<file path="config.mk">
export PLATFORM = sky130hd
export DESIGN_NAME = software_timer_table_unit
export DESIGN_NICKNAME = d
export VERILOG_FILES = /design/src/rtl/stt_pkg.sv /design/src/rtl/stt_ram.sv /design/src/rtl/stt_datapath.sv /design/src/rtl/stt_ctrl.sv /design/src/rtl/software_timer_table_unit.sv
export SDC_FILE = /design/constraint.sdc
export NUM_CORES = 2
export LEC_CHECK = 0
export ABC_AREA = 1
export BUFFER_PORTS_ARGS = -buffer_cell sky130_fd_sc_hd__buf_2
export CAP_MARGIN = 5
export CELL_PAD_IN_SITES_DETAIL_PLACEMENT = 1
export CELL_PAD_IN_SITES_GLOBAL_PLACEMENT = 1
export CORE_ASPECT_RATIO = 0.6
export CORE_MARGIN = 2
export CORE_UTILIZATION = 45
export DETAILED_ROUTE_END_ITERATION = 6
export GPL_TIMING_DRIVEN = 0
export PLACE_DENSITY = 0.8
export SLEW_MARGIN = 20
export SYNTH_ARGS = -nofsm -noshare
export SYNTH_HDL_FRONTEND = slang
export SYNTH_SLANG_ARGS = --single-unit
</file>
<file path="constraint.sdc">
create_clock -name aclk -period 7.8 [get_ports aclk]
set_input_delay 0.78 -clock aclk [delete_from_list [all_inputs] [get_ports aclk]]
set_output_delay 0.78 -clock aclk [all_outputs]
set_load 0.02 [all_outputs]
</file>
<file path="src/rtl/stt_pkg.sv">
// Shared types and constants for the software timer table unit.
// No dependencies; used by stt_datapath, stt_ctrl, the top level and the testbench.
package stt_pkg;

    localparam int SLOTS   = 16;
    localparam int IDX_W   = $clog2(SLOTS);
    localparam int CNT_W   = $clog2(SLOTS + 1);
    localparam int TASK_W  = 8;
    localparam int EVENT_W = 16;
    localparam int IVL_W   = 32;
    localparam int ENTRY_W = TASK_W + EVENT_W + 1 + IVL_W + IVL_W;

    typedef enum logic [1:0] {
        KIND_TICK     = 2'd0,
        KIND_ADD_ONCE = 2'd1,
        KIND_ADD_PER  = 2'd2,
        KIND_DELETE   = 2'd3
    } kind_t;

    typedef enum logic [1:0] {
        ST_SUCCESS   = 2'd0,
        ST_FULL      = 2'd1,
        ST_NOT_FOUND = 2'd2
    } status_t;

    typedef struct packed {
        logic [TASK_W-1:0]  task_id;
        logic [EVENT_W-1:0] event_id;
        logic               periodic;
        logic [IVL_W-1:0]   interval;
        logic [IVL_W-1:0]   elapsed;
    } entry_t;

    // Commands from the controller to the datapath.
    typedef struct packed {
        logic             load_req;   // capture request fields
        logic             clr_rd;     // rd := 0, wr := 0
        logic             step;       // examine entry rd
        logic             tick_mode;  // step performs tick processing
        logic             append;     // write new entry at count
        logic             del_shift;  // delete compaction step
        logic             finish_tick;// count := wr
        logic             finish_del; // count := count - 1
        logic             emit;       // load output register
        logic             emit_exp;   // emitted result is an expiry notice
        logic [1:0]       emit_status;
        logic             emit_last;
    } stt_cmd_t;

    // Status from the datapath to the controller.
    typedef struct packed {
        logic rd_done;    // rd has reached count
        logic match;      // entry rd matches the key
        logic expire;     // entry rd expires on this tick
        logic full;       // count == SLOTS
        logic out_busy;   // output register holds a result not taken this cycle
        logic more_exp;   // an expiry is pending to be emitted
    } stt_stat_t;

endpackage

</file>
<file path="src/rtl/stt_ram.sv">
// Generic single-write, single-read RAM with registered read data.
// No dependencies.
module stt_ram #(
    parameter int WIDTH = 8,
    parameter int DEPTH = 16
) (
    input  logic                     aclk,
    input  logic                     we,
    input  logic [$clog2(DEPTH)-1:0] waddr,
    input  logic [WIDTH-1:0]         wdata,
    input  logic [$clog2(DEPTH)-1:0] raddr,
    output logic [WIDTH-1:0]         rdata
);
    logic [WIDTH-1:0] mem_reg [DEPTH];
    logic [WIDTH-1:0] rdata_reg;

    always_ff @(posedge aclk) begin
        if (we) begin
            mem_reg[waddr] <= wdata;
        end
        rdata_reg <= mem_reg[raddr];
    end

    assign rdata = rdata_reg;
endmodule

</file>
<file path="src/rtl/stt_datapath.sv">
// Datapath of the timer table: entry RAM, walk pointers, count and result register.
// Depends on stt_pkg and stt_ram.
module stt_datapath
    import stt_pkg::*;
(
    input  logic                aclk,
    input  logic                aresetn,
    input  stt_cmd_t            cmd,
    output stt_stat_t           stat,
    input  logic [1:0]          s_kind,
    input  logic [TASK_W-1:0]   s_task,
    input  logic [EVENT_W-1:0]  s_event,
    input  logic [IVL_W-1:0]    s_interval,
    output logic                m_valid,
    input  logic                m_ready,
    output logic                m_user,
    output logic [31:0]         m_data,
    output logic                m_last
);
    logic [TASK_W-1:0]  task_reg;
    logic [EVENT_W-1:0] event_reg;
    logic [IVL_W-1:0]   ivl_reg;
    logic               per_reg;
    logic [CNT_W-1:0]   count_reg, count_next;
    logic [CNT_W-1:0]   rd_reg, wr_reg;
    logic               out_valid_reg;
    logic               out_user_reg;
    logic [31:0]        out_data_reg;
    logic               out_last_reg;
    logic               exp_pend_reg;
    logic [TASK_W-1:0]  exp_task_reg;
    logic [EVENT_W-1:0] exp_event_reg;

    entry_t             rd_entry;
    entry_t             wdata;
    logic [ENTRY_W-1:0] rdata_raw;
    logic               we;
    logic [IDX_W-1:0]   waddr;
    logic [IDX_W-1:0]   raddr;
    logic [IVL_W-1:0]   elapsed_inc;
    logic               expire;
    logic               match;

    // Read address runs one ahead: the controller steps entry rd while rd+1 is fetched.
    always_comb begin
        raddr = rd_reg[IDX_W-1:0];
        if (cmd.step || cmd.clr_rd) begin
            raddr = cmd.clr_rd ? '0 : IDX_W'(rd_reg + 1'b1);
        end
    end

    stt_ram #(.WIDTH(ENTRY_W), .DEPTH(SLOTS)) u_ram (
        .aclk  (aclk),
        .we    (we),
        .waddr (waddr),
        .wdata (wdata),
        .raddr (raddr),
        .rdata (rdata_raw)
    );

    assign rd_entry    = entry_t'(rdata_raw);
    assign elapsed_inc = rd_entry.elapsed + 1'b1;
    assign expire      = (elapsed_inc >= rd_entry.interval);
    assign match       = (rd_entry.task_id == task_reg) && (rd_entry.event_id == event_reg);

    always_comb begin
        we    = 1'b0;
        waddr = wr_reg[IDX_W-1:0];
        wdata = rd_entry;
        if (cmd.append) begin
            we    = 1'b1;
            waddr = count_reg[IDX_W-1:0];
            wdata = '{task_id: task_reg, event_id: event_reg, periodic: per_reg,
                      interval: ivl_reg, elapsed: '0};
        end else if (cmd.step && cmd.tick_mode) begin
            we            = !expire || rd_entry.periodic;
            wdata.elapsed = expire ? '0 : elapsed_inc;
        end else if (cmd.del_shift) begin
            // Entry rd moves down to rd-1 (wr tracks rd-1 during compaction).
            we = 1'b1;
        end
    end

    always_comb begin
        count_next = count_reg;
        if (cmd.append) begin
            count_next = count_reg + 1'b1;
        end else if (cmd.finish_tick) begin
            count_next = wr_reg;
        end else if (cmd.finish_del) begin
            count_next = count_reg - 1'b1;
        end
    end

    always_ff @(posedge aclk) begin
        if (!aresetn) begin
            count_reg     <= '0;
            out_valid_reg <= 1'b0;
            exp_pend_reg  <= 1'b0;
            rd_reg        <= '0;
            wr_reg        <= '0;
        end else begin
            count_reg <= count_next;
            if (cmd.clr_rd) begin
                rd_reg <= '0;
                wr_reg <= '0;
            end else if (cmd.step) begin
                rd_reg <= rd_reg + 1'b1;
                if (cmd.tick_mode) begin
                    if (we) begin
                        wr_reg <= wr_reg + 1'b1;
                    end
                end else if (!match) begin
                    wr_reg <= rd_reg + 1'b1;
                end
            end else if (cmd.del_shift) begin
                rd_reg <= rd_reg + 1'b1;
                wr_reg <= wr_reg + 1'b1;
            end
            if (cmd.step && cmd.tick_mode && expire) begin
                exp_pend_reg <= 1'b1;
            end else if (cmd.emit && cmd.emit_exp) begin
                exp_pend_reg <= 1'b0;
            end
            if (cmd.emit) begin
                out_valid_reg <= 1'b1;
            end else if (m_ready) begin
                out_valid_reg <= 1'b0;
            end
        end
    end

    always_ff @(posedge aclk) begin
        if (cmd.load_req) begin
            task_reg  <= s_task;
            event_reg <= s_event;
            ivl_reg   <= s_interval;
            per_reg   <= (kind_t'(s_kind) == KIND_ADD_PER);
        end
        if (cmd.step && cmd.tick_mode && expire) begin
            exp_task_reg  <= rd_entry.task_id;
            exp_event_reg <= rd_entry.event_id;
        end
        if (cmd.emit) begin
            out_last_reg <= cmd.emit_last;
            out_user_reg <= cmd.emit_exp;
            if (cmd.emit_exp) begin
                out_data_reg <= {6'd0, exp_event_reg, exp_task_reg, 2'd0};
            end else begin
                out_data_reg <= {6'd0, 16'd0, 8'd0, cmd.emit_status};
            end
        end
    end

    assign stat.rd_done  = (rd_reg >= count_reg);
    assign stat.match    = match;
    assign stat.expire   = expire;
    assign stat.full     = (count_reg == CNT_W'(SLOTS));
    assign stat.out_busy = out_valid_reg && !m_ready;
    assign stat.more_exp = exp_pend_reg;

    assign m_valid = out_valid_reg;
    assign m_user  = out_user_reg;
    assign m_data  = out_data_reg;
    assign m_last  = out_last_reg;
endmodule

</file>
<file path="src/rtl/stt_ctrl.sv">
// Controller state machine of the timer table: sequences searches, ticks and replies.
// Depends on stt_pkg.
module stt_ctrl
    import stt_pkg::*;
(
    input  logic       aclk,
    input  logic       aresetn,
    input  logic       s_valid,
    output logic       s_ready,
    input  logic [1:0] s_kind,
    input  stt_stat_t  stat,
    output stt_cmd_t   cmd
);
    typedef enum logic [6:0] {
        S_IDLE  = 7'b0000001,
        S_PRIME = 7'b0000010,
        S_TICK  = 7'b0000100,
        S_SRCH  = 7'b0001000,
        S_SHIFT = 7'b0010000,
        S_DRAIN = 7'b0100000,
        S_REPLY = 7'b1000000
    } state_t;

    state_t      state_reg, state_next;
    kind_t       kind_reg;
    logic        found_reg, found_next;
    logic [1:0]  reply_reg, reply_next;

    assign s_ready = (state_reg == S_IDLE);

    always_comb begin
        state_next = state_reg;
        found_next = found_reg;
        reply_next = reply_reg;
        cmd        = '0;
        unique case (state_reg)
            S_IDLE: begin
                if (s_valid) begin
                    cmd.load_req = 1'b1;
                    cmd.clr_rd   = 1'b1;
                    found_next   = 1'b0;
                    state_next   = S_PRIME;
                end
            end
            S_PRIME: begin
                state_next = (kind_reg == KIND_TICK) ? S_TICK : S_SRCH;
            end
            S_TICK: begin
                // A held expiry goes out only once a later one is found or the walk ends,
                // so that the final notice of the tick can carry last.
                if (!stat.rd_done) begin
                    if (stat.expire && stat.more_exp) begin
                        if (!stat.out_busy) begin
                            cmd.emit      = 1'b1;
                            cmd.emit_exp  = 1'b1;
                            cmd.step      = 1'b1;
                            cmd.tick_mode = 1'b1;
                        end
                    end else begin
                        cmd.step      = 1'b1;
                        cmd.tick_mode = 1'b1;
                    end
                end else if (stat.more_exp) begin
                    if (!stat.out_busy) begin
                        cmd.emit        = 1'b1;
                        cmd.emit_exp    = 1'b1;
                        cmd.emit_last   = 1'b1;
                        cmd.finish_tick = 1'b1;
                        state_next      = S_IDLE;
                    end
                end else begin
                    cmd.finish_tick = 1'b1;
                    state_next      = S_IDLE;
                end
            end
            S_SRCH: begin
                if (stat.rd_done) begin
                    if (kind_reg == KIND_DELETE) begin
                        reply_next = ST_NOT_FOUND;
                    end else if (stat.full) begin
                        reply_next = ST_FULL;
                    end else begin
                        reply_next  = ST_SUCCESS;
                        cmd.append  = 1'b1;
                    end
                    state_next = S_REPLY;
                end else if (stat.match) begin
                    reply_next = ST_SUCCESS;
                    if (kind_reg == KIND_DELETE) begin
                        cmd.step   = 1'b1;
                        state_next = S_SHIFT;
                    end else begin
                        state_next = S_REPLY;
                    end
                end else begin
                    cmd.step = 1'b1;
                end
            end
            S_SHIFT: begin
                if (stat.rd_done) begin
                    cmd.finish_del = 1'b1;
                    state_next     = S_REPLY;
                end else begin
                    cmd.del_shift = 1'b1;
                    cmd.step      = 1'b0;
                    state_next    = S_DRAIN;
                end
            end
            S_DRAIN: begin
                // Waits for the next entry's read to return.
                state_next = S_SHIFT;
            end
            S_REPLY: begin
                if (!stat.out_busy) begin
                    cmd.emit        = 1'b1;
                    cmd.emit_status = reply_reg;
                    cmd.emit_last   = 1'b1;
                    state_next      = S_IDLE;
                end
            end
            default: begin
                state_next = S_IDLE;
            end
        endcase
    end

    always_ff @(posedge aclk) begin
        if (!aresetn) begin
            state_reg <= S_IDLE;
            found_reg <= 1'b0;
            reply_reg <= ST_SUCCESS;
            kind_reg  <= KIND_TICK;
        end else begin
            state_reg <= state_next;
            found_reg <= found_next;
            reply_reg <= reply_next;
            if (state_reg == S_IDLE && s_valid) begin
                kind_reg <= kind_t'(s_kind);
            end
        end
    end
endmodule

</file>
<file path="src/rtl/software_timer_table_unit.sv">
// Software timer table unit: one request at a time; a search walks one entry a cycle, a tick
// too unless the output stalls, and a delete moves each later entry down through the shift
// and drain states. An add replies after its search, a found delete after compaction, and a
// tick loads its last notice when its walk ends. A new request is taken only when idle.
// Reset: synchronous, active low; the table is empty after reset and no result is pending.
// Depends on stt_pkg, stt_ctrl and stt_datapath.
module software_timer_table_unit
    import stt_pkg::*;
(
    input  logic        aclk,
    input  logic        aresetn,
    input  logic        s_tvalid,
    output logic        s_tready,
    // s_tuser: kind[1:0]
    input  logic [1:0]  s_tuser,
    // s_tdata: task_req[7:0], event_code[23:8], interval[55:24]
    input  logic [55:0] s_tdata,
    output logic        m_tvalid,
    input  logic        m_tready,
    // m_tuser: result_kind[0]
    output logic        m_tuser,
    // m_tdata: status[1:0], expired_task[9:2], expired_event[25:10], zeros above
    output logic [31:0] m_tdata,
    output logic        m_tlast
);
    stt_cmd_t  cmd;
    stt_stat_t stat;

    // The controller sequences and keeps the request kind and reply status; the table sits in the datapath.
    stt_ctrl u_ctrl (
        .aclk    (aclk),
        .aresetn (aresetn),
        .s_valid (s_tvalid),
        .s_ready (s_tready),
        .s_kind  (s_tuser),
        .stat    (stat),
        .cmd     (cmd)
    );

    // Each request's fields are captured when it is accepted.
    stt_datapath u_dp (
        .aclk       (aclk),
        .aresetn    (aresetn),
        .cmd        (cmd),
        .stat       (stat),
        .s_kind     (s_tuser),
        .s_task     (s_tdata[7:0]),
        .s_event    (s_tdata[23:8]),
        .s_interval (s_tdata[55:24]),
        .m_valid    (m_tvalid),
        .m_ready    (m_tready),
        .m_user     (m_tuser),
        .m_data     (m_tdata),
        .m_last     (m_tlast)
    );
endmodule

</file>
# Word level (Yosys, flattened, before mapping)
# Memory sizes are Yosys's and may differ from the RTL's. A register that Yosys moved wholly into a read port is not among the register bits.
# Cells that the tools add are included.
# op_classes
n_bitwise	2
magnitude_cmp	2
addsub	5
reduce_logical	22
n_eq_ne	17
n_mux	71
# ops
cell	count
32-bit two-way mux	3
57-bit two-way mux	1
7-bit two-way mux	8
5-bit two-way mux	10
7-bit one-hot mux with 7 select lines	1
32-bit by 1-bit adder with 32-bit output (second input constant)	1
32-bit >= comparator	1
1-bit two-way mux	29
2-bit two-way mux	11
16-bit equality test	1
4-bit two-way mux	4
5-bit by 1-bit adder with 5-bit output (second input constant)	3
8-bit equality test	1
2-bit nonzero test	4
7-bit by 1-bit equality test with 1-bit output (second input constant)	1
7-bit by 2-bit equality test with 1-bit output (second input constant)	1
7-bit by 3-bit equality test with 1-bit output (second input constant)	1
7-bit by 4-bit equality test with 1-bit output (second input constant)	1
7-bit by 5-bit equality test with 1-bit output (second input constant)	1
7-bit by 6-bit equality test with 1-bit output (second input constant)	1
7-bit equality test (second input constant)	1
1-bit logical AND	7
3-bit inequality test (second input constant)	2
1-bit one-hot mux with 2 select lines	3
17 further kinds	22
# word_totals
out_inout_bits	36
input_bits	62
ff_bits	143
ram_bits	1424
n_memories	1
# memory_table
name	words	width	read_ports	rd_clocked_by_memory_dff	wr	line_no	source
u_dp.u_ram.mem_reg	16	89	1	1	1	stt_ram.sv:14	logic [WIDTH-1:0] mem_reg [DEPTH];

# Longest topological paths before layout
# depth
ltp_word	12
ltp_mapped	34
mapped_depth_nobuf	31

# By module
# Synthesis repeated with hierarchy kept, for this count alone.
# unflattened
cells_unflattened	6954
area_unflattened_um2	71219.6
# by_module_without_submodules
module	area_each_um2	instances	cells_per_inst
stt_ram	62521.2	1	5843
stt_datapath	7933.9	1	985
stt_ctrl	764.5	1	126

# Least setup slack after synthesis
# OpenSTA, ideal clock, no wires.
# synth_timing
kind	register -> register
from	reg u_dp.u_ram.rdata_reg[0] (netlist: u_dp.u_ram.rdata[0]) (read register of u_dp.u_ram.mem_reg)
to	mem u_dp.u_ram.mem_reg[0][0] (netlist name), enable pin
t_arrival_ns	7.255
path_buffers	0
stages_incl_launch_ff	26
slack_ns	0.008
setup_ns	0.538
required_time_ns	7.262
cell_sequence	dfxtp_1 -> ha_1 -> nand3_1 -> inv_1 -> nand3_1 -> nor2_1 -> nand2_1 -> nor3_1 -> nand4_1 -> nor4_1 -> inv_1 -> nor2_1 -> nand4_1 -> nand2_1 -> inv_1 -> ha_1 -> nand2_1 -> o21a_1 -> nand2_1 -> a21oi_1 -> nand2_1 -> a21oi_1 -> o31ai_1 -> inv_1 -> nand3_1 -> nor2_1
# synth_via
elab_chain_cells	11
# synth_lines
item	line_no	source
start: declaration	stt_ram.sv:15	logic [WIDTH-1:0] rdata_reg;
32-bit by 1-bit adder with 32-bit output *	stt_datapath.sv:62	assign elapsed_inc = rd_entry.elapsed + 1'b1;
32-bit >= comparator *	stt_datapath.sv:63	assign expire = (elapsed_inc >= rd_entry.interval);
1-bit logical AND	stt_ctrl.sv:52	if (stat.expire && stat.more_exp) begin
2-bit two-way mux	stt_ctrl.sv:52	
2-bit two-way mux	stt_ctrl.sv:51	if (!stat.rd_done) begin
1-bit one-hot mux with 2 select lines / 1-bit two-way mux (equally long branches)	stt_ctrl.sv:36	unique case (state_reg)
1-bit logical AND	stt_datapath.sv:75	end else if (cmd.step && cmd.tick_mode) begin
1-bit two-way mux *	stt_datapath.sv:75	
1-bit two-way mux *	stt_datapath.sv:70	if (cmd.append) begin
1-bit two-way mux *	stt_ram.sv:18	if (we) begin
1-bit two-way mux (not written as such) *	stt_ram.sv:19	mem_reg[waddr] <= wdata;
end: declaration	stt_ram.sv:14	
# Mark *: on every way between the ends. The rest lies on a longest branch, timed or not.

# Final worst setup path
# layout_timing
from	reg u_dp.u_ram.rdata_reg[0] (netlist: u_dp.u_ram.rdata[0]) (read register of u_dp.u_ram.mem_reg)
to	mem u_dp.u_ram.mem_reg[15][11] (netlist name) (data pin)
# layout_via
elab_chain_cells	9
# layout_lines
item	line_no	source
32-bit by 1-bit adder with 32-bit output *	stt_datapath.sv:62	
32-bit >= comparator	stt_datapath.sv:63	
1-bit logical AND	stt_ctrl.sv:52	
2-bit two-way mux	stt_ctrl.sv:52	
2-bit two-way mux	stt_ctrl.sv:51	
1-bit one-hot mux with 2 select lines / 1-bit two-way mux (equally long branches)	stt_ctrl.sv:36	
1-bit logical AND	stt_datapath.sv:75	
32-bit two-way mux *	stt_datapath.sv:75	
32-bit two-way mux *	stt_datapath.sv:70	
named net u_dp.u_ram.wdata[11]	stt_ram.sv:10	input logic [WIDTH-1:0] wdata,
# Mark *: on every way through the listed nets, which the timed path passes. The rest lies on a longest branch.

==> reports/summary.log <==
[synth] synthesis warning total 0
[power] power density of the placed cells 212 nW/um2
[route] number of design-rule violations left by the first detailed-router iteration 7709
[power] portion of total power attributed to combinational logic 1.6%
[route] total routed wirelength 255000 um
[route] count of antenna-violating nets left after detailed routing 0
[synth] number of enable flip-flop cells after synthesis 1533
[cts] sinks on the clock net 1650
[cells_and_area] final net count 7326
[worst_setup_path] critical-path maximum fanout 16
[grt] first-pass GRT wire length 372000 um
[power] worst ir drop on vdd 0.203 mV
[worst_setup_path] type of the setup path with the least slack reg -> reg
[placed_design] Post-DP Area 77400 um2
[synth] Post-Syn Instances 6843
[cells_and_area] Layout Area Growth over Synthesis 15.0%
[power] net switching power 3.80 mW
[power] cell internal power dissipation 13.7 mW
[sta] final setup skew 0.0550 ns
[sta] final period utilization 93.6%
[worst_setup_path] Worst Path Arrival 7.74 ns
[placed_design] Placer Congestion 0.890
[floorplan] Initial Util 45.3%
[cts] Max H-tree Level 4
[floorplan] Die Outline Area 163000 um2
[worst_setup_path] source of the critical timing path u_dp.u_ram.rdata[0]
[floorplan] placeable core region 158000 um2
[placed_design] HPWL Detailed 178000 um
[cells_and_area] layout cells sized above 1 12.1%
[synth] Main synth FF type sky130_fd_sc_hd__edfxtp_1
[sta] setup repair after global routing missed its margin false
[min_path] Hold Startpoint s_tdata[53]
[sta] Pins Over Slew Limit 0
[grt] global-route congestion overflow total 0
[cts] Reg clk slew, reported paths 0.07 ns
[cts] clock buffer count from CTS 155
[sta] final-layout setup total negative slack 0 ns
[worst_setup_path] Reg-to-Reg Start u_dp.u_ram.rdata[0]
[synth] share of the synthesized area in the top cell type 64.2%
[synth] register bit total from synthesis 1650
[cts] Max clock buf depth 3
[sta] relative max-transition margin 22.2%
[worst_setup_path] crit path capture u_dp.u_ram.mem_reg[15][11]
[synth] largest cells by area after synthesis sky130_fd_sc_hd__edfxtp_1, sky130_fd_sc_hd__nand3_1, sky130_fd_sc_hd__nand2_1
[synth] most common cell in the netlist sky130_fd_sc_hd__nand3_1
[route] number of remaining DRC errors 0
[route] Routed wire per std cell 26.9 um
[synth] async set-reset flop share out of synthesis 0%
[sta] post-route minimum period 7.30 ns
[power] Power, Total 17.5 mW
[grt] pin count of the biggest net entering global routing 33
[run_status] outcome completed
[worst_setup_path] worst reg2reg endpoint u_dp.u_ram.mem_reg[15][11]
[synth] Post-Syn Area per Cell 10.5 um2
[cells_and_area] post-route standard cell area excluding fillers 82400 um2
[power] part of the total power dissipated in the clock network 43.6%
[floorplan] Die H 313 um
[grt] number of antenna violations at the first check in global routing 20
[worst_setup_path] data required time at the worst endpoint 8.25 ns
[cells_and_area] area used by sequential logic in the layout 48400 um2
[sta] Worst-Margin Slew 1.17 ns
[synth] post-synthesis cell area 71700 um2
[power] sequential group share of total power 54.7%
[synth] distinct cell type count after synthesis 47
[power] leakage 34.1 nW
[power] fraction of power spent switching nets 21.7%
[min_path] classification of the worst-slack hold path in -> reg
[floorplan] die width 519 um
[sta] final setup violating endpoints 0
[route] number of search-and-repair iterations in the first detailed-routing pass 6
[worst_setup_path] Register-to-Register Path Depth 23
[route] vias after detailed routing 55361
[cts] Skew-Pair Late Insertion Delay 0.84 ns
[synth] commonest cells in the synthesized netlist sky130_fd_sc_hd__nand3_1, sky130_fd_sc_hd__nand2_1, sky130_fd_sc_hd__edfxtp_1
[cts] clock root buffer sky130_fd_sc_hd__clkbuf_16
[sta] final hold vios 0
[placed_design] number of buffer cells added on primary ports 91
[cells_and_area] number of inserted filler cells in the final layout 17100
[worst_setup_path] CP startpoint kind flip-flop
[floorplan] Top Ports 98
[cells_and_area] area taken by multi-input logic gates 18000 um2
[cells_and_area] flip-flop count of the largest register, all copies and words added 1424
[worst_setup_path] r2r setup slk 0.50 ns
[worst_setup_path] crit end category flip-flop
[cts] TritonCTS clock tree done
[sta] achievable frequency 0.137 GHz
[synth] area leader, netlist sky130_fd_sc_hd__edfxtp_1
[grt] via count of the first global-routing pass 57117
[grt] global-route usage over all layers 31.0%
[route] detail-routed via count per cell 5.84
[floorplan] number of cell rows 113
[flow_run] max capacitance violation total 0
[synth] share of synthesized area occupied by flip-flops and latches 67.5%
## critical path, stage by stage, from the launching register on
cell and delay [ns]:
sky130_fd_sc_hd__dfxtp_1 0.44, sky130_fd_sc_hd__ha_1 0.23, sky130_fd_sc_hd__nand3_1 0.13, sky130_fd_sc_hd__inv_1 0.08, sky130_fd_sc_hd__nand3_1 0.12, sky130_fd_sc_hd__nor2_1 0.19
sky130_fd_sc_hd__nand4_1 0.16, sky130_fd_sc_hd__nor4_1 0.44, sky130_fd_sc_hd__nand2_1 0.20, sky130_fd_sc_hd__nor4_1 0.27, sky130_fd_sc_hd__xor2_1 0.35, sky130_fd_sc_hd__inv_1 0.11
sky130_fd_sc_hd__ha_1 0.19, sky130_fd_sc_hd__a21oi_1 0.12, sky130_fd_sc_hd__nor2_1 0.05, sky130_fd_sc_hd__nor3_1 0.15, sky130_fd_sc_hd__nand2_1 0.07, sky130_fd_sc_hd__a21oi_1 0.48
sky130_fd_sc_hd__nand2_1 0.41, sky130_fd_sc_hd__inv_1 0.36, sky130_fd_sc_hd__nor2_4 0.14, sky130_fd_sc_hd__nor2_1 0.73, sky130_fd_sc_hd__inv_1 0.50, sky130_fd_sc_hd__a21oi_2 0.97
## power groups by stage
stage               logic, mW  clock network (mW)  registers, mW
floorplan               0.138                   0           9.77
global placement        0.250                   0           9.78
detailed placement      0.270                   0           9.78
CTS                     0.274                7.66           9.59
global route            0.294                7.98           9.58
finish                  0.282                7.64           9.59
## cell type report
class,count,area share (%)
repair buffers,217,3.18
clock buffers,219,5.27
diodes,6,0.0182
inverters,1024,4.67
plain buffers,403,2.37
clock inverters,68,0.727
well taps,2127,3.23
multi-input cells,3771,21.8
flip-flops and latches,1650,58.7
## routing by layer
layer | track usage, % | share of wire, %
met1 | 43.8 | 41
met2 | 45.6 | 43
met3 | 8.01 | 12
met4 | 12.8 | 4.4
met5 | 0 | 0.066
## how the worst min path moves through the flow
stage / end / slack [ns] / cells after the start
floorplan: u_ctrl.reply_reg[0] / 0.43 / 2
global placement: u_ctrl.kind_reg[0] / 0.46 / 2
detailed placement: u_ctrl.kind_reg[0] / 0.47 / 2
CTS: u_dp.ivl_reg[29] / 0.09 / 1
global route: u_dp.ivl_reg[21] / 0.11 / 1
finish: u_dp.ivl_reg[29] / 0.12 / 1
## through the flow
step / util [%] / hold slack, ns / setup WS, ns / cells
floorplan: - / 0.430 / 0.00783 / 6848
global placement: 47.3 / 0.458 / -5.64 / 9066
detailed placement: 48.9 / 0.468 / 0.429 / 9188
CTS: 52.1 / 0.0866 / 0.367 / 9475
global route: 52.1 / 0.112 / 0.220 / 9479
finish: 52.1 / 0.122 / 0.502 / 9485
## kinds of logic (layout without fill, tap and decap cells)
| kind of cell | after synthesis | after routing | synth area share [%] |
|---|---|---|---|
| AND/OR/NAND/NOR | 3497 | 3497 | 21.8 |
| flip-flops | 1650 | 1650 | 67.5 |
| buffers and inverters | 1427 | 1931 | 8.07 |
| AO/OA/AOI/OAI | 188 | 188 | 1.41 |
| adder cells (fa/ha/maj) | 42 | 42 | 0.733 |
| XOR/XNOR | 37 | 37 | 0.452 |
| other | 1 | 12 | 0.00523 |
| multiplexers | 1 | 1 | 0.0140 |
## timing repair
action | CTS | global route
buffers inserted | 0 | 4
endpoints found under the setup margin | 0 | 28
resized for setup | 0 | 0
hold buffers | 0 | 0
## placed cells by master (no fill, tap or decap), drive strengths merged
master and count:
clkbuf 289, nor2 107, o22ai 1, xnor2 2, nand4 21, ha 42, clkinv 51, xor2 35
dfxtp 117, a31oi 2, conb 6, nand2 1615, o211ai 3, or2 3, nand3 1634, mux2i 1
o21ai 105, nor3 19, diode 6, o21bai 1, o21a 2, inv 1032, a41oi 2, a211oi 5
a21o 1, nor4 9, o31ai 1, clkinvlp 4, edfxtp 1533, a21oi 65, bufinv 5, nand3b 89
buf 550
Power figures use the tool's default switching activity.
